==> config.mk <==
export PLATFORM = sky130hd
export DESIGN_NAME = nack_request_expand_unwrap_flat
export DESIGN_NICKNAME = d
export VERILOG_FILES = /design/src/hw/rtl/nrexp_pkg.sv /design/src/hw/rtl/nrexp_intf.sv /design/src/hw/rtl/nrexp_front.sv /design/src/hw/rtl/nrexp_fifo.sv /design/src/hw/rtl/nrexp_back.sv /design/src/hw/rtl/nack_request_expand_unwrap.sv /design/src/flat_wrapper.sv
export SDC_FILE = /design/constraint.sdc
export NUM_CORES = 1
export LEC_CHECK = 0
export BUFFER_PORTS_ARGS = -buffer_cell sky130_fd_sc_hd__buf_2
export CAP_MARGIN = 25
export CORE_MARGIN = 4
export CORE_UTILIZATION = 60
export CTS_CLUSTER_SIZE = 8
export DETAILED_ROUTE_END_ITERATION = 7
export PLACE_DENSITY = 0.8
export SYNTH_ARGS = -nofsm -noshare
export SYNTH_HDL_FRONTEND = slang
export SYNTH_SLANG_ARGS = --single-unit
==> constraint.sdc <==
create_clock -name clk_i -period 6.6 [get_ports clk_i]
set_input_delay 0.33 -clock clk_i [delete_from_list [all_inputs] [get_ports clk_i]]
set_output_delay 0.33 -clock clk_i [all_outputs]
set_load 0.03 [all_outputs]
==> src/hw/rtl/nrexp_pkg.sv <==
// Package holding the shared types and constants of the NACK request expander.
package nrexp_pkg;

  localparam int unsigned SeqW      = 16;
  localparam int unsigned MaskBits  = 16;
  localparam int unsigned CycleW    = 32;
  localparam int unsigned ExtW      = CycleW + SeqW;
  localparam int unsigned BitIdxW   = $clog2(MaskBits);
  localparam int unsigned FifoDepth = 2;
  localparam int unsigned FifoPtrW  = (FifoDepth > 1) ? $clog2(FifoDepth) : 1;
  localparam int unsigned FifoCntW  = $clog2(FifoDepth + 1);

  localparam logic [SeqW-1:0] HalfRange = {1'b1, {(SeqW-1){1'b0}}};

  typedef enum logic [1:0] {
    ST_VALID    = 2'd0,
    ST_NEWER    = 2'd1,
    ST_PRE_WRAP = 2'd2
  } status_e;

  // One classified feedback word as it sits in the queue between front and back.
  typedef struct packed {
    logic [SeqW-1:0]     packet_id;
    logic [MaskBits-1:0] lost_mask;
    logic [SeqW-1:0]     highest_seq;
    logic [CycleW-1:0]   highest_cycle;
    logic [CycleW-1:0]   prev_cycle;
    logic                cycle_zero;
  } word_t;

endpackage

==> src/hw/rtl/nrexp_intf.sv <==
// Handshake interfaces for the feedback word beats and the result beats.
interface nrexp_in_if;
  logic                          valid;
  logic                          ready;
  logic [nrexp_pkg::SeqW-1:0]     packet_id;
  logic [nrexp_pkg::MaskBits-1:0] lost_mask;
  logic [nrexp_pkg::SeqW-1:0]     highest_seq;
  logic [nrexp_pkg::CycleW-1:0]   highest_cycle;

  modport source (output valid, packet_id, lost_mask, highest_seq, highest_cycle,
                  input ready);
  modport sink (input valid, packet_id, lost_mask, highest_seq, highest_cycle,
                output ready);
endinterface

interface nrexp_out_if;
  logic                      valid;
  logic                      ready;
  logic [nrexp_pkg::SeqW-1:0] seq;
  logic [nrexp_pkg::ExtW-1:0] extended_seq;
  logic [1:0]                 status;
  logic                       last;

  modport source (output valid, seq, extended_seq, status, last, input ready);
  modport sink (input valid, seq, extended_seq, status, last, output ready);
endinterface

==> src/hw/rtl/nrexp_front.sv <==
// Front end: takes feedback word beats and precomputes the wrap count information.
module nrexp_front (
  input  logic             clk_i,
  input  logic             rst_ni,
  nrexp_in_if.sink         in_i,
  output logic             word_valid_o,
  output nrexp_pkg::word_t word_o,
  input  logic             word_ready_i
);

  logic             valid_q, valid_d;
  nrexp_pkg::word_t word_q, word_d;
  logic             take;

  assign in_i.ready = !valid_q || word_ready_i;
  assign take       = in_i.valid && in_i.ready;

  always_comb begin
    valid_d = valid_q;
    word_d  = word_q;
    if (take) begin
      valid_d               = 1'b1;
      word_d.packet_id      = in_i.packet_id;
      word_d.lost_mask      = in_i.lost_mask;
      word_d.highest_seq    = in_i.highest_seq;
      word_d.highest_cycle  = in_i.highest_cycle;
      word_d.prev_cycle     = in_i.highest_cycle - {{(nrexp_pkg::CycleW-1){1'b0}}, 1'b1};
      word_d.cycle_zero     = (in_i.highest_cycle == '0);
    end else if (word_ready_i) begin
      valid_d = 1'b0;
    end
  end

  always_ff @(posedge clk_i or negedge rst_ni) begin
    if (!rst_ni) begin
      valid_q <= 1'b0;
    end else begin
      valid_q <= valid_d;
    end
  end

  always_ff @(posedge clk_i) begin
    word_q <= word_d;
  end

  assign word_valid_o = valid_q;
  assign word_o       = word_q;

endmodule

==> src/hw/rtl/nrexp_fifo.sv <==
// Short queue of classified words between the front end and the back end.
module nrexp_fifo (
  input  logic             clk_i,
  input  logic             rst_ni,
  input  logic             push_valid_i,
  output logic             push_ready_o,
  input  nrexp_pkg::word_t push_word_i,
  output logic             pop_valid_o,
  input  logic             pop_ready_i,
  output nrexp_pkg::word_t pop_word_o
);

  nrexp_pkg::word_t                   mem_q [nrexp_pkg::FifoDepth];
  logic [nrexp_pkg::FifoPtrW-1:0]     wr_ptr_q, wr_ptr_d, rd_ptr_q, rd_ptr_d;
  logic [nrexp_pkg::FifoCntW-1:0]     cnt_q, cnt_d;
  logic                               push, pop;

  assign push_ready_o = (cnt_q != nrexp_pkg::FifoCntW'(nrexp_pkg::FifoDepth));
  assign pop_valid_o  = (cnt_q != '0);
  assign push         = push_valid_i && push_ready_o;
  assign pop          = pop_valid_o && pop_ready_i;
  assign pop_word_o   = mem_q[rd_ptr_q];

  always_comb begin
    wr_ptr_d = wr_ptr_q;
    rd_ptr_d = rd_ptr_q;
    cnt_d    = cnt_q;
    if (push) begin
      wr_ptr_d = (wr_ptr_q == nrexp_pkg::FifoPtrW'(nrexp_pkg::FifoDepth - 1)) ? '0
               : wr_ptr_q + nrexp_pkg::FifoPtrW'(1);
    end
    if (pop) begin
      rd_ptr_d = (rd_ptr_q == nrexp_pkg::FifoPtrW'(nrexp_pkg::FifoDepth - 1)) ? '0
               : rd_ptr_q + nrexp_pkg::FifoPtrW'(1);
    end
    if (push && !pop) begin
      cnt_d = cnt_q + nrexp_pkg::FifoCntW'(1);
    end else if (pop && !push) begin
      cnt_d = cnt_q - nrexp_pkg::FifoCntW'(1);
    end
  end

  always_ff @(posedge clk_i or negedge rst_ni) begin
    if (!rst_ni) begin
      wr_ptr_q <= '0;
      rd_ptr_q <= '0;
      cnt_q    <= '0;
    end else begin
      wr_ptr_q <= wr_ptr_d;
      rd_ptr_q <= rd_ptr_d;
      cnt_q    <= cnt_d;
    end
  end

  always_ff @(posedge clk_i) begin
    if (push) begin
      mem_q[wr_ptr_q] <= push_word_i;
    end
  end

  // The fill count never goes beyond the queue depth.
  a_cnt_bound: assert property (@(posedge clk_i) disable iff (!rst_ni)
    cnt_q <= nrexp_pkg::FifoCntW'(nrexp_pkg::FifoDepth))
    else $error("queue fill count beyond depth");

  // A pop without a push empties one slot.
  a_cnt_pop: assert property (@(posedge clk_i) disable iff (!rst_ni)
    (pop && !push) |=> (cnt_q == $past(cnt_q) - nrexp_pkg::FifoCntW'(1)))
    else $error("queue count did not drop after a pop");

  // An empty queue has its read and write pointers together.
  a_ptr_empty: assert property (@(posedge clk_i) disable iff (!rst_ni)
    (cnt_q == '0) |-> (wr_ptr_q == rd_ptr_q))
    else $error("queue pointers apart while empty");

endmodule

==> src/hw/rtl/nrexp_back.sv <==
// Back end: walks the lost mask of one word and emits one resolved result per cycle unless the output stalls.
module nrexp_back (
  input  logic             clk_i,
  input  logic             rst_ni,
  input  logic             word_valid_i,
  output logic             word_ready_o,
  input  nrexp_pkg::word_t word_i,
  nrexp_out_if.source      out_o
);

  logic                              busy_q, busy_d;
  logic                              first_q, first_d;
  nrexp_pkg::word_t                  cur_q, cur_d;
  logic [nrexp_pkg::MaskBits-1:0]    rem_q, rem_d;

  logic                              out_valid_q, out_valid_d;
  logic [nrexp_pkg::SeqW-1:0]        seq_q, seq_d;
  logic [nrexp_pkg::ExtW-1:0]        ext_q, ext_d;
  nrexp_pkg::status_e                status_q, status_d;
  logic                              last_q, last_d;

  logic                              advance, load;
  logic [nrexp_pkg::BitIdxW-1:0]     low_idx;
  logic [nrexp_pkg::MaskBits-1:0]    rem_next;
  logic [nrexp_pkg::SeqW-1:0]        s, diff;
  logic                              is_last, newer, is_equal, prev_wrap;
  logic [nrexp_pkg::CycleW-1:0]      cycle;
  nrexp_pkg::status_e                status;

  // Lowest set bit of the remaining mask.
  always_comb begin
    low_idx = '0;
    for (int i = nrexp_pkg::MaskBits - 1; i >= 0; i--) begin
      if (rem_q[i]) begin
        low_idx = nrexp_pkg::BitIdxW'(i);
      end
    end
  end

  always_comb begin
    if (first_q) begin
      s        = cur_q.packet_id;
      rem_next = rem_q;
    end else begin
      s        = cur_q.packet_id + nrexp_pkg::SeqW'(low_idx) + nrexp_pkg::SeqW'(1);
      rem_next = rem_q & (rem_q - nrexp_pkg::MaskBits'(1));
    end
    is_last = (rem_next == '0);
  end

  // Resolve the number against the highest sent number and its wrap count.
  always_comb begin
    diff      = s - cur_q.highest_seq;
    is_equal  = (diff == '0);
    newer     = (diff == nrexp_pkg::HalfRange) ? (s > cur_q.highest_seq)
              : (!is_equal && (diff < nrexp_pkg::HalfRange));
    prev_wrap = !is_equal && !newer && (s > cur_q.highest_seq);
    cycle     = prev_wrap ? cur_q.prev_cycle : cur_q.highest_cycle;
    if (newer) begin
      status = nrexp_pkg::ST_NEWER;
    end else if (prev_wrap && cur_q.cycle_zero) begin
      status = nrexp_pkg::ST_PRE_WRAP;
    end else begin
      status = nrexp_pkg::ST_VALID;
    end
  end

  assign advance      = busy_q && (!out_valid_q || out_o.ready);
  assign word_ready_o = !busy_q || (advance && is_last);
  assign load         = word_valid_i && word_ready_o;

  always_comb begin
    busy_d  = busy_q;
    first_d = first_q;
    cur_d   = cur_q;
    rem_d   = rem_q;
    if (advance) begin
      first_d = 1'b0;
      rem_d   = rem_next;
      if (is_last) begin
        busy_d = 1'b0;
      end
    end
    if (load) begin
      busy_d  = 1'b1;
      first_d = 1'b1;
      cur_d   = word_i;
      rem_d   = word_i.lost_mask;
    end
  end

  always_comb begin
    out_valid_d = out_valid_q;
    seq_d       = seq_q;
    ext_d       = ext_q;
    status_d    = status_q;
    last_d      = last_q;
    if (advance) begin
      out_valid_d = 1'b1;
      seq_d       = s;
      ext_d       = (status == nrexp_pkg::ST_VALID) ? {cycle, s} : '0;
      status_d    = status;
      last_d      = is_last;
    end else if (out_o.ready) begin
      out_valid_d = 1'b0;
    end
  end

  always_ff @(posedge clk_i or negedge rst_ni) begin
    if (!rst_ni) begin
      busy_q      <= 1'b0;
      first_q     <= 1'b0;
      out_valid_q <= 1'b0;
    end else begin
      busy_q      <= busy_d;
      first_q     <= first_d;
      out_valid_q <= out_valid_d;
    end
  end

  always_ff @(posedge clk_i) begin
    cur_q    <= cur_d;
    rem_q    <= rem_d;
    seq_q    <= seq_d;
    ext_q    <= ext_d;
    status_q <= status_d;
    last_q   <= last_d;
  end

  assign out_o.valid        = out_valid_q;
  assign out_o.seq          = seq_q;
  assign out_o.extended_seq = ext_q;
  assign out_o.status       = status_q;
  assign out_o.last         = last_q;

  // A flagged result never carries an extended number.
  a_flag_zero: assert property (@(posedge clk_i) disable iff (!rst_ni)
    (out_valid_q && (status_q != nrexp_pkg::ST_VALID)) |-> (ext_q == '0))
    else $error("flagged result with nonzero extended number");

  // The back end only goes idle right after emitting the final result of a word.
  a_idle_after_last: assert property (@(posedge clk_i) disable iff (!rst_ni)
    $fell(busy_q) |-> $past(advance && is_last))
    else $error("back end went idle without a final result");

  // A valid result's extended number ends in its sequence number.
  a_ext_low: assert property (@(posedge clk_i) disable iff (!rst_ni)
    (out_valid_q && (status_q == nrexp_pkg::ST_VALID)) |->
      (ext_q[nrexp_pkg::SeqW-1:0] == seq_q))
    else $error("extended number does not match sequence number");

endmodule

==> src/hw/rtl/nack_request_expand_unwrap.sv <==
// Top level of the NACK request expander: front end, word queue and back end.
//
// This block expands one generic NACK feedback word (a packet id and a 16-bit
// lost-packet mask, together with the sender's highest sent sequence number and
// its wrap count) into one result beat per requested sequence number: first the
// packet id, then packet id plus k plus one for every set mask bit k, in
// ascending order of k. Each result carries the 16-bit number, its 48-bit
// extended form (wrap count above the number), a status and a last flag that
// marks the final beat of the word. A number newer than the highest sent one is
// given status 1, and one that falls in the wrap before the first gives status
// 2; both have a zero extended number. A word yields between 1 and 17 result
// beats; the back end emits one result per cycle while the result channel is
// not stalled. The front end registers each incoming beat and precomputes the
// previous wrap count, and a two-entry queue lets it take further words while
// the back end is still busy or the result channel is stalled. With a ready
// sink the first result of a word passes the front-end register, the queue and
// the back end's word and result registers, and consecutive words follow one
// another on the result channel without gaps. The block keeps no state between
// words; reset only clears the handshake state.
module nack_request_expand_unwrap (
  input  logic        clk_i,
  input  logic        rst_ni,
  nrexp_in_if.sink    in_i,
  nrexp_out_if.source out_o
);

  logic             front_valid, front_ready;
  nrexp_pkg::word_t front_word;
  logic             queue_valid, queue_ready;
  nrexp_pkg::word_t queue_word;

  nrexp_front u_front (
    .clk_i        (clk_i),
    .rst_ni       (rst_ni),
    .in_i         (in_i),
    .word_valid_o (front_valid),
    .word_o       (front_word),
    .word_ready_i (front_ready)
  );

  nrexp_fifo u_fifo (
    .clk_i        (clk_i),
    .rst_ni       (rst_ni),
    .push_valid_i (front_valid),
    .push_ready_o (front_ready),
    .push_word_i  (front_word),
    .pop_valid_o  (queue_valid),
    .pop_ready_i  (queue_ready),
    .pop_word_o   (queue_word)
  );

  nrexp_back u_back (
    .clk_i        (clk_i),
    .rst_ni       (rst_ni),
    .word_valid_i (queue_valid),
    .word_ready_o (queue_ready),
    .word_i       (queue_word),
    .out_o        (out_o)
  );

endmodule

==> src/flat_wrapper.sv <==
// flat-port wrapper written by rule: the top's interface ports become plain ports
module nack_request_expand_unwrap_flat 
  (clk_i, rst_ni, in_i_valid, in_i_packet_id, in_i_lost_mask, in_i_highest_seq, in_i_highest_cycle, in_i_ready, out_o_valid, out_o_seq, out_o_extended_seq, out_o_status, out_o_last, out_o_ready);
  nrexp_in_if in_i_i ();
  nrexp_out_if out_o_i ();
  input  logic clk_i;
  input  logic rst_ni;
  input wire logic [$bits(in_i_i.valid)-1:0] in_i_valid;
  input wire logic [$bits(in_i_i.packet_id)-1:0] in_i_packet_id;
  input wire logic [$bits(in_i_i.lost_mask)-1:0] in_i_lost_mask;
  input wire logic [$bits(in_i_i.highest_seq)-1:0] in_i_highest_seq;
  input wire logic [$bits(in_i_i.highest_cycle)-1:0] in_i_highest_cycle;
  output wire logic [$bits(in_i_i.ready)-1:0] in_i_ready;
  output wire logic [$bits(out_o_i.valid)-1:0] out_o_valid;
  output wire logic [$bits(out_o_i.seq)-1:0] out_o_seq;
  output wire logic [$bits(out_o_i.extended_seq)-1:0] out_o_extended_seq;
  output wire logic [$bits(out_o_i.status)-1:0] out_o_status;
  output wire logic [$bits(out_o_i.last)-1:0] out_o_last;
  input wire logic [$bits(out_o_i.ready)-1:0] out_o_ready;
  assign in_i_i.valid = in_i_valid;
  assign in_i_i.packet_id = in_i_packet_id;
  assign in_i_i.lost_mask = in_i_lost_mask;
  assign in_i_i.highest_seq = in_i_highest_seq;
  assign in_i_i.highest_cycle = in_i_highest_cycle;
  assign in_i_ready = in_i_i.ready;
  assign out_o_valid = out_o_i.valid;
  assign out_o_seq = out_o_i.seq;
  assign out_o_extended_seq = out_o_i.extended_seq;
  assign out_o_status = out_o_i.status;
  assign out_o_last = out_o_i.last;
  assign out_o_i.ready = out_o_ready;
  nack_request_expand_unwrap u_core (.clk_i(clk_i), .rst_ni(rst_ni), .in_i(in_i_i), .out_o(out_o_i));
endmodule
# After elaboration in Yosys (flattened, before gate mapping)
# Memory sizes are Yosys's and may differ from the RTL's.
# Cells that the tools add are included.
[totals]
inputBits = 84
out_inout_bits = 69
n_memories = 1
word_cells = 109
ramBits = 226
register_bits = 301
[op_classes]
muxes = 39
n_reduce_logical = 32
bitwise_logic = 1
n_addsub = 9
n_lt_le_gt_ge = 2
eq_ne = 2
[memory_table]
columns = ["memory", "words", "word_bits", "rd", "rd_ports_with_merged_regs", "wr", "line_no", "source"]
rows = [
  ["u_core.u_fifo.mem_q", 2, 113, 1, 0, 1, "nrexp_fifo.sv:13", "nrexp_pkg::word_t mem_q [nrexp_pkg::FifoDepth];"],
]
[ops]
columns = ["cell", "n"]
rows = [
  ["$mux W16", 4],
  ["$mux W4", 16],
  ["$logic_not A16 Y1", 2],
  ["$logic_not A32 Y1", 1],
  ["$mux W32", 1],
  ["$sub A32 B1 Y32 const B", 1],
  ["$add A16 B1 Y16 const B", 1],
  ["$add A16 B4 Y16", 1],
  ["$and A16 B16 Y16", 1],
  ["$eq A16 B16 Y1 const B", 1],
  ["$gt A16 B16 Y1", 1],
  ["$lt A16 B16 Y1 const B", 1],
  ["$sub A16 B1 Y16 const B", 1],
  ["$sub A16 B16 Y16", 1],
  ["$mux W1", 14],
  ["$reduce_bool A2 Y1", 6],
  ["$logic_and A1 B1 Y1", 11],
  ["$mux W2", 4],
  ["$logic_not A1 Y1", 7],
  ["$logic_or A1 B1 Y1", 3],
  ["$add A1 B1 Y1 const B", 2],
  ["$add A2 B1 Y2 const B", 1],
  ["$logic_not A2 Y1", 1],
  ["$ne A2 B2 Y1 const B", 1],
  ["other kinds (2)", 2],
]

# Depth between registers and ports, before layout
# Gate-level depths: netlist (run 1).
[depth]
word_depth = 31
depth_mapped = 27
mapped_depth_nobuf = 25

# Hierarchy
# A second synthesis (run 1) with hierarchy kept.
[hier_totals]
cells_unflattened = 1194
hier_area_um2 = 20907.6
[by_module_without_submodules]
columns = ["module", "seq_area_each_um2", "n_inst", "area_per_inst_um2", "cells_each"]
rows = [
  ["nrexp_fifo", 6886.6, 1, 8597.0, 370],
  ["nrexp_back", 5480.3, 1, 8236.6, 615],
  ["nrexp_front", 3418.3, 1, 4073.9, 209],
]

# Least setup slack after synthesis (run 1)
# OpenSTA, ideal clock, no wires.
[synth_timing]
path_type = "reg2reg"
from = "reg u_core.u_fifo.cnt_q[0] (netlist bit)"
to = "mem u_core.u_fifo.mem_q[0][0] (netlist bit), enable pin"
path_stages_with_launch = 5
setup_ns = 0.586
period_less_slack_ns = 6.046
required_time_ns = 6.014
slack_ns = 0.554
path_buffers = 1
arrival_time_ns = 5.460
path_cell_list = "dfrtp_1 -> clkbuf_1 -> nand2b_1 -> nand2_1 -> nor2_1"
[synth_between]
elab_chain_len = 4
[synth_rtl]
columns = ["element", "line_no", "source"]
rows = [
  ["from (decl)", "nrexp_fifo.sv:15", "logic [nrexp_pkg::FifoCntW-1:0] cnt_q, cnt_d;"],
  ["from (signal assigned)", "nrexp_fifo.sv:51", "cnt_q <= cnt_d;"],
  ["$ne A2 B2 Y1", "nrexp_fifo.sv:18", "assign push_ready_o = (cnt_q != nrexp_pkg::FifoCntW'(nrexp_pkg::FifoDepth));"],
  ["$logic_and A1 B1 Y1", "nrexp_fifo.sv:20", "assign push = push_valid_i && push_ready_o;"],
  ["$mux W1", "nrexp_fifo.sv:56", "if (push) begin"],
  ["$mux W1 (implied by the code)", "nrexp_fifo.sv:57", "mem_q[wr_ptr_q] <= push_word_i;"],
  ["to (decl)", "nrexp_fifo.sv:13", ""],
]
# No other way between the ends.

# Final worst setup path (run 1)
[layout_timing]
from = "reg u_core.u_back.rem_q[14] (netlist bit)"
to = "reg u_core.u_back.ext_q, in the netlist u_core.u_back.out_o.extended_seq[24] (data pin)"
[layout_between]
elab_chain_len = 30
elab_cells_between_ends = 34
cone_classes = "add/sub: 3; order compare: 2; eq/ne: 1; mux: 20; reduce/logical: 8"
[layout_rtl]
columns = ["element", "line_no", "source"]
rows = [
  ["from (decl)", "nrexp_back.sv:14", "logic [nrexp_pkg::MaskBits-1:0] rem_q, rem_d;"],
  ["from (signal assigned)", "nrexp_back.sv:123", "rem_q <= rem_d;"],
  ["$mux W4 (*) (15 in a row)", "nrexp_back.sv:34", "if (rem_q[i]) begin"],
  ["$add A16 B4 Y16 (*)", "nrexp_back.sv:45", "s = cur_q.packet_id + nrexp_pkg::SeqW'(low_idx) + nrexp_pkg::SeqW'(1);"],
  ["$add A16 B1 Y16 (*)", "nrexp_back.sv:45", ""],
  ["$mux W16 (*)", "nrexp_back.sv:41", "if (first_q) begin"],
  ["net u_core.u_back.s (one bit)", "nrexp_back.sv:25", "logic [nrexp_pkg::SeqW-1:0] s, diff;"],
  ["parallel branches: the longest is 12 deep, another holds $sub A16 B16 Y16", "--", ""],
  ["to (signal assigned)", "nrexp_back.sv:125", "ext_q <= ext_d;"],
  ["to (decl)", "nrexp_back.sv:18", "logic [nrexp_pkg::ExtW-1:0] ext_q, ext_d;"],
]
# Mark *: on every way through the listed nets, which the timed path passes.
# A chain may end at the register's enable or synchronous reset.

==> flow_summary_export.csv, run 1 <==
group,metric,value,unit
outcome,outcome,"finished, final reports clean",
drt,drt-wirelength-per-cell,20.97,um
die,core_area,33620,um^2
drt,drtIter0Drc,653,
clock_tree,numClockSinks,527,
sta,rsz0062_at_grt,"no",
sta,finClkSkew,0.01743,ns
min_path,hold_path_end,"u_core.u_front.word_o[34]$_DFFE_PP_",
clock_tree,clk_latency,0.58,ns
logic_synthesis,ys.flop_type,"edfxtp_1",
critical_path,rr_endpoint,"u_core.u_back.out_o.extended_seq[24]$_SDFFCE_PP0P_",
global_route,antenna_found_initial,0,
logic_synthesis,syn-mean-instance-area,17.94,um^2
sta,tns,0,ns
placement,dp_cells,1721,
drt,drtPass1Iterations,5,
logic_synthesis,async_flop_share,0.01518,
sta,final-hold-violation-count,0,
critical_path,critPathKind,"reg -> reg",
sta,maxSlewViolCount,0,
layout,final.fill_count,1965,
global_route,overflow,0,
critical_path,r2r_cells,25,
critical_path,cp-start-kind,"flip-flop",
min_path,whs_path_depth,1,
die,die_h,192.8,um
critical_path,cp-end-kind,"flip-flop",
power,swShare,0.2369,
logic_synthesis,netlist_instances,1142,
critical_path,cp_max_fo,17,
placement,gp_congestion,0.8717,
logic_synthesis,synth_top_area_share,0.7606,
power,netSwitchingPower,2.194,mW
power,p_leak,8.862,nW
global_route,grt_max_degree,84,
logic_synthesis,syn_nets,1251,
logic_synthesis,synth_area,20490,um^2
layout,layoutNonFillerInstCount,1888,
sta,layout_setup_ws,0.5053,ns
logic_synthesis,yosys_warnings,0,
power,comb_power_share,0.133,
critical_path,required,7.03,ns
power,p_clk_frac,0.357,
clock_tree,cts_tree,"yes",
sta,finalSetupViolations,0,
drt,drc,0,
logic_synthesis,ys_ff_latch,527,
logic_synthesis,synth-edff-count,519,
sta,worst-slew-pin-transition,0.9960,ns
layout,fin_nets,1537,
sta,clock.fmax,0.1641,GHz
global_route,first_global_vias,11310,
drt,finalWirelength,39600,um
global_route,grt_pass1_wl,61270,um
drt,ant_nets,0,
die,die-area,37170,um^2
power,internal_power,7.066,mW
die,io_pins,153,
logic_synthesis,netlist_top_cells_area,"edfxtp_1, mux2_2, mux2i_1",
drt,dr_total_vias,10730,
layout,seqCellArea,15790,um^2
layout,multi_input_area,4400,um^2
logic_synthesis,yosysSeqAreaShare,0.7703,
layout,drive_above_1_share,0.2819,
layout,n_antenna_cell,0,
sta,fin_crit,6.095,ns
clock_tree,cts_setup_buffers,0,
die,start_util,0.6096,
sta,post-route-period-util,0.9234,
critical_path,crit_arrival,6.52,ns
placement,place_ws,0.4811,ns
min_path,worstHoldPathType,"in -> reg",
min_path,min_from,"in_i_highest_cycle[1]",
global_route,grt.total_usage,0.2167,
sta,max_slew_margin,0.3360,
layout,area_delta_synth_final,20.11,%
placement,dp_hpwl,23970,um
clock_tree,clk_pin_slew_worst_paths,0.05,ns
drt,avgViaCountPerCell,5.685,
run,drv_cap,0,
clock_tree,clk_path_buf_depth,3,
die,dieWidth,192.8,um
power,power_density,376.3,nW/um^2
power,pwr-share-seq,0.509,
clock_tree,cts_root_buf,"clkbuf_16",
logic_synthesis,yosys.area.top_type,"edfxtp_1",
critical_path,rrSetupSlack,0.51,ns
placement,port_buffers,152,
critical_path,r2r_start,"u_core.u_back.rem_q[14]$_DFFE_PP_",
die,std_cell_rows,67,
clock_tree,cts-htree-levels,3,
clock_tree,cts_made_buffers,75,
logic_synthesis,synth_cell_type_count,75,
power,vdd_ir_drop_max,0.3456,mV
worst max-delay path, cell delays in order, from the launching register on:
cell and delay (ns):
edfxtp_1 0.46, inv_1 0.06, a21oi_1 0.14, o21bai_1 0.07
a21oi_1 0.15, o21bai_1 0.07, a21oi_1 0.18, o21bai_1 0.09
a21oi_1 0.21, ha_1 0.19, inv_1 0.05, fa_1 0.42
a21o_1 0.21, a21oi_1 0.32, nor2_1 0.09, xor2_1 0.23
ha_1 0.33, a21o_1 0.23, a221oi_2 0.51, nor2_2 0.11
nor4b_2 0.29, a311oi_1 0.11, a2111oi_4 0.62, a31o_4 0.43
buf_12 0.20, a22o_1 0.16
area by class of cell:
class / count / area share
clock buffers: 84 / 0.07850
clock inverters: 5 / 0.002644
inverters: 38 / 0.005796
multi-input cells: 543 / 0.1788
flip-flops and latches: 527 / 0.6415
well taps: 448 / 0.02278
repair buffers: 243 / 0.06995
per-layer routing:
layer,part of all wire,vias up,global-route usage
met5,0,-,0
met4,0.031,0,0.09024
met1,0.40,5295,0.2668
met3,0.053,88,0.03944
li1,-,4998,-
met2,0.52,352,0.3795
cell usage in the layout, fill, tap and decap left out, types with 22 or more instances in the layout:
cell / instances
nor2_1: 35
mux2_2: 99
xnor2_1: 24
ha_1: 23
xor2_1: 28
nor3_1: 23
mux2i_1: 34
edfxtp_1: 519
dlygate4sd3_1: 77
a21oi_1: 22
a22o_2: 29
clkbuf_16: 76
inv_1: 37
o21ai_0: 22
buf_2: 152
nand2_1: 54
cells by family after synthesis:
| family | count (synthesis) | share of synthesized area |
|---|---|---|
| AO/OA/AOI/OAI | 139 | 0.05343 |
| XOR/XNOR | 53 | 0.02302 |
| adder cells (fa/ha/maj) | 28 | 0.01759 |
| buffers and inverters | 72 | 0.01740 |
| flip-flops | 527 | 0.7703 |
| multiplexers | 133 | 0.07101 |
| AND/OR/NAND/NOR | 190 | 0.04720 |
flip-flops by register name (all words and copies together), names as in the netlist:
| register | flops |
|---|---|
| u_core.u_fifo.mem_q | 226 |
| u_core.u_front.word_o | 113 |
| u_core.u_fifo.rd_ptr_q | 1 |
| u_core.u_back.out_o.status | 2 |
| u_core.u_back.out_o.valid | 1 |
| u_core.u_fifo.cnt_q | 2 |
| u_core.u_back.first_q | 1 |
| u_core.u_fifo.wr_ptr_q | 1 |
| u_core.u_front.word_valid_o | 1 |
| u_core.u_back.cur_q | 97 |
| u_core.u_back.out_o.last | 1 |
| u_core.u_back.busy_q | 1 |
| u_core.u_back.out_o.seq | 16 |
| u_core.u_back.out_o.extended_seq | 48 |
| u_core.u_back.rem_q | 16 |
worst max-delay path by stage:
stage / from / to / slack [ns] / cells after the start
finish: u_core.u_back.rem_q[14]$_DFFE_PP_ / u_core.u_back.out_o.extended_seq[24]$_SDFFCE_PP0P_ / 0.51 / 25
detailed placement: u_core.u_back.rem_q[14]$_DFFE_PP_ / u_core.u_back.out_o.extended_seq[30]$_SDFFCE_PP0P_ / 0.48 / 25
global placement: u_core.u_back.rem_q[14]$_DFFE_PP_ / u_core.u_back.out_o.extended_seq[22]$_SDFFCE_PP0P_ / 0.73 / 25
global route: u_core.u_back.rem_q[14]$_DFFE_PP_ / u_core.u_back.out_o.extended_seq[24]$_SDFFCE_PP0P_ / 0.04 / 25
floorplan: u_core.u_fifo.cnt_q[0]$_DFFE_PN0P_ / u_core.u_fifo.mem_q[0][0]$_DFFE_PP_ / 0.55 / 4
CTS: u_core.u_back.rem_q[14]$_DFFE_PP_ / u_core.u_back.out_o.extended_seq[28]$_SDFFCE_PP0P_ / 0.42 / 25
power by group through the flow:
stage	combinational [mW]	sequential [mW]	clock [mW]
after global routing	1.34	4.76	3.55
final	1.23	4.72	3.31
after CTS	1.25	4.72	3.37
after global placement	1.07	4.80	0
after detailed placement	1.20	4.77	0
after floorplan	0.838	4.77	0
repair_timing:
item                                   CTS  global route
hold buffers                            77             0
resized for setup                        0             2
endpoints found under the hold margin   84             0
setup endpoints to repair                0            18
through the flow:
| step | instance area (um^2) | total power [mW] | util | hold WS (ns) |
|---|---|---|---|---|
| 4_1_cts | 24570 | 9.335 | 0.7308 | 0.005557 |
| 3_5_place_dp | 21800 | 5.978 | 0.6485 | 0.1822 |
| 6_report | 24610 | 9.260 | 0.7321 | 0.04043 |
| 5_1_grt | 24610 | 9.649 | 0.7321 | 0.01318 |
| 3_3_place_gp | 21740 | 5.865 | 0.6468 | 0.1799 |
| 2_1_floorplan | 20490 | 5.605 | - | 0.03441 |
synth_stat cells (3+ instances only):
cell      instances
nand4_1           8
xor2_1           28
or3_1             4
nor2b_1           6
nor4_1            9
ha_1             23
buf_1             5
nand2b_1         10
nor2_1           36
nand2_1          54
inv_1            38
a21boi_1          9
clkbuf_2          3
xnor2_1          24
o21ai_0          22
or2_2             3
clkbuf_1         14
and3_1            6
edfxtp_1        519
a21o_1            6
nand3_1          12
mux2_2           99
a21oi_1          22
o21bai_1          5
nor3_1           23
dfrtp_1           8
buf_6             8
a22o_2           29
and2_1            3
a21boi_0          7
a31oi_1           6
mux2i_1          34
a22o_1            3
Note: power is estimated with default switching activity, not from simulation.
==> run 2, diff against run 1 <==
--- a/config.mk
+++ b/config.mk
@@ -7,11 +7,11 @@
 export LEC_CHECK = 0
 export BUFFER_PORTS_ARGS = -buffer_cell sky130_fd_sc_hd__buf_2
 export CAP_MARGIN = 25
-export CORE_MARGIN = 4
-export CORE_UTILIZATION = 60
+export CORE_MARGIN = 2
+export CORE_UTILIZATION = 50
 export CTS_CLUSTER_SIZE = 8
 export DETAILED_ROUTE_END_ITERATION = 7
-export PLACE_DENSITY = 0.8
+export PLACE_DENSITY = 0.68
 export SYNTH_ARGS = -nofsm -noshare
 export SYNTH_HDL_FRONTEND = slang
 export SYNTH_SLANG_ARGS = --single-unit
==> run 2 against run 1 <==
Net effect:
- clock power increased by 1%
- sequential share of layout area decreased by 0.22 points
- critical path depth unchanged
- die area is 15% higher
- routed wire length down 1.5%
- worst hold slack worse by 0.014 ns
- first-iteration DRC count rose by 8.0%
- critical path type unchanged
- via count shrank 2.2%
- maximum frequency grew 0.65%
==> flow_summary_export.csv, run 2 (synthesis gave the netlist of run 1 again) <==
group,metric,value,unit
drt,drtIter0Drc,705,
placement,dp_hpwl,23610,um
layout,final.fill_count,2910,
placement,place_ws,0.5674,ns
power,p_leak,8.856,nW
die,die-area,42620,um^2
die,io_pins,153,
clock_tree,cts_root_buf,"clkbuf_16",
die,die_h,206.4,um
power,power_density,375.1,nW/um^2
layout,n_antenna_cell,0,
critical_path,required,7.06,ns
drt,dr_total_vias,10500,
global_route,overflow,0,
drt,ant_nets,0,
sta,maxSlewViolCount,0,
layout,layoutNonFillerInstCount,1970,
power,vdd_ir_drop_max,0.1644,mV
sta,layout_setup_ws,0.5444,ns
run,drv_cap,0,
sta,worst-slew-pin-transition,0.9531,ns
die,std_cell_rows,74,
layout,regMostFlops,"u_core.u_fifo.mem_q",
sta,fin_crit,6.056,ns
global_route,antenna_found_initial,0,
placement,gp_congestion,0.8645,
drt,finalWirelength,39010,um
placement,dp_cells,1805,
global_route,grt_max_degree,69,
outcome,outcome,"finished, final reports clean",
clock_tree,cts_tree,"yes",
drt,drt-wirelength-per-cell,19.80,um
die,start_util,0.5041,
layout,multi_input_area,4392,um^2
layout,largest_reg_flops,226,
sta,tns,0,ns
layout,seqCellArea,15790,um^2
drt,drc,0,
layout,area_delta_synth_final,20.53,%
critical_path,cp-end-kind,"flip-flop",
critical_path,critPathKind,"reg -> reg",
power,pwr-share-seq,0.510,
drt,avgViaCountPerCell,5.327,
sta,clock.fmax,0.1651,GHz
power,comb_power_share,0.128,
power,internal_power,7.053,mW
critical_path,cp_max_fo,32,
sta,final-hold-violation-count,0,
clock_tree,cts-htree-levels,3,
critical_path,crit_arrival,6.52,ns
layout,final_cell_mix,"edfxtp_1, buf_2, mux2_2, dlygate4sd3_1, clkbuf_16",
clock_tree,clk_pin_slew_worst_paths,0.05,ns
layout,fin_nets,1537,
power,swShare,0.2387,
global_route,first_global_vias,10800,
clock_tree,numClockSinks,527,
global_route,grt.total_usage,0.1857,
power,netSwitchingPower,2.211,mW
layout,drive_above_1_share,0.2830,
sta,post-route-period-util,0.9175,
sta,finClkSkew,0.02094,ns
global_route,grt_pass1_wl,59220,um
power,p_clk_frac,0.362,
die,core_area,40650,um^2
clock_tree,clk_path_buf_depth,3,
die,dieWidth,206.4,um
clock_tree,clk_latency,0.60,ns
sta,finalSetupViolations,0,
sta,max_slew_margin,0.3646,
sta,rsz0062_at_grt,"no",
min_path,worstHoldPathType,"in -> reg",
critical_path,cp-start-kind,"flip-flop",
clock_tree,cts_made_buffers,75,
layout,final_common_cell,"edfxtp_1",
placement,port_buffers,152,
drt,drtPass1Iterations,5,
-- run 2: changes by cell type in the layout (fill, tap and decap cells not counted), sizes merged --
cell    change
clkbuf      -3
clkinv      +5
inv         -4
-- run 2: worst paths after layout --
| kind | from | end | slack [ns] | depth (start not counted) |
|---|---|---|---|---|
| max in group asynchronous | rst_ni | u_core.u_fifo.rd_ptr_q$_DFFE_PN0P_ | 6.29 | 2 |
| min reg2reg | u_core.u_front.word_o[3]$_DFFE_PP_ | u_core.u_fifo.mem_q[0][3]$_DFFE_PP_ | 0.43 | 0 |
| max | u_core.u_back.rem_q[14]$_DFFE_PP_ | u_core.u_back.out_o.extended_seq[40]$_SDFFCE_PP0P_ | 0.54 | 25 |
| min | in_i_highest_cycle[28] | u_core.u_front.word_o[61]$_DFFE_PP_ | 0.03 | 1 |
| min in group asynchronous | rst_ni | u_core.u_front.word_valid_o$_DFFE_PN0P_ | 0.12 | 2 |
| max reg2reg | u_core.u_back.rem_q[14]$_DFFE_PP_ | u_core.u_back.out_o.extended_seq[40]$_SDFFCE_PP0P_ | 0.54 | 25 |
-- run 2: per-layer routing --
layer  part of all wire  track usage  routed length, um  vias up
met5                  0            0                  0        -
met4              0.030      0.08367               1175        0
met3              0.042      0.03548               1646       76
met2               0.51       0.3135              19910      245
met1               0.42       0.2334              16280     5206
li1                   -            -                  -     4968
-- run 2: critical path, stage by stage (launching register included) --
cell and delay [ns]:
edfxtp_1 0.45, inv_1 0.06, a21oi_1 0.16, o21bai_1 0.08, a21oi_1 0.17, o21bai_1 0.08
a21oi_1 0.15, o21bai_1 0.07, a21oi_1 0.20, ha_1 0.18, inv_1 0.04, fa_1 0.41
a21o_1 0.20, a21oi_1 0.30, nor2_1 0.09, xor2_1 0.22, ha_1 0.33, a21o_1 0.23
a221oi_2 0.53, mux2i_1 0.23, o21ai_0 0.08, nand4b_1 0.23, a2111oi_4 0.57, a31o_2 0.25
buf_4 0.38, a22o_2 0.23
-- run 2: power by group through the flow --
stage          logic, mW  clock network, mW  registers, mW
5_1_grt             1.30               3.57           4.78
3_3_place_gp        1.13                  0           4.75
2_1_floorplan      0.838                  0           4.77
6_report            1.19               3.35           4.73
4_1_cts             1.21               3.43           4.74
3_5_place_dp        1.17                  0           4.79
-- run 2: metrics by stage --
stage | power (mW) | util | hold slack (ns) | area [um^2]
global route | 9.652 | 0.6076 | 0.01480 | 24700
CTS | 9.382 | 0.6069 | 0.006066 | 24670
global placement | 5.889 | 0.5371 | 0.1861 | 21830
floorplan | 5.605 | - | 0.03441 | 20490
detailed placement | 5.957 | 0.5378 | 0.1934 | 21860
finish | 9.264 | 0.6076 | 0.02681 | 24700
-- run 2: area by class of cell --
class,instances,area share
clock inverters,6,0.004762
well taps,532,0.02695
multi-input cells,543,0.1778
flip-flops and latches,527,0.6393
inverters,38,0.005826
repair buffers,243,0.06758
clock buffers,81,0.07776
-- run 2: timing repair --
action	4_1_cts	5_1_grt
endpoints found under the setup margin	0	4
hold buffers	77	0
hold endpoints to repair	84	0
gates resized for setup	0	1
buffers inserted	0	0
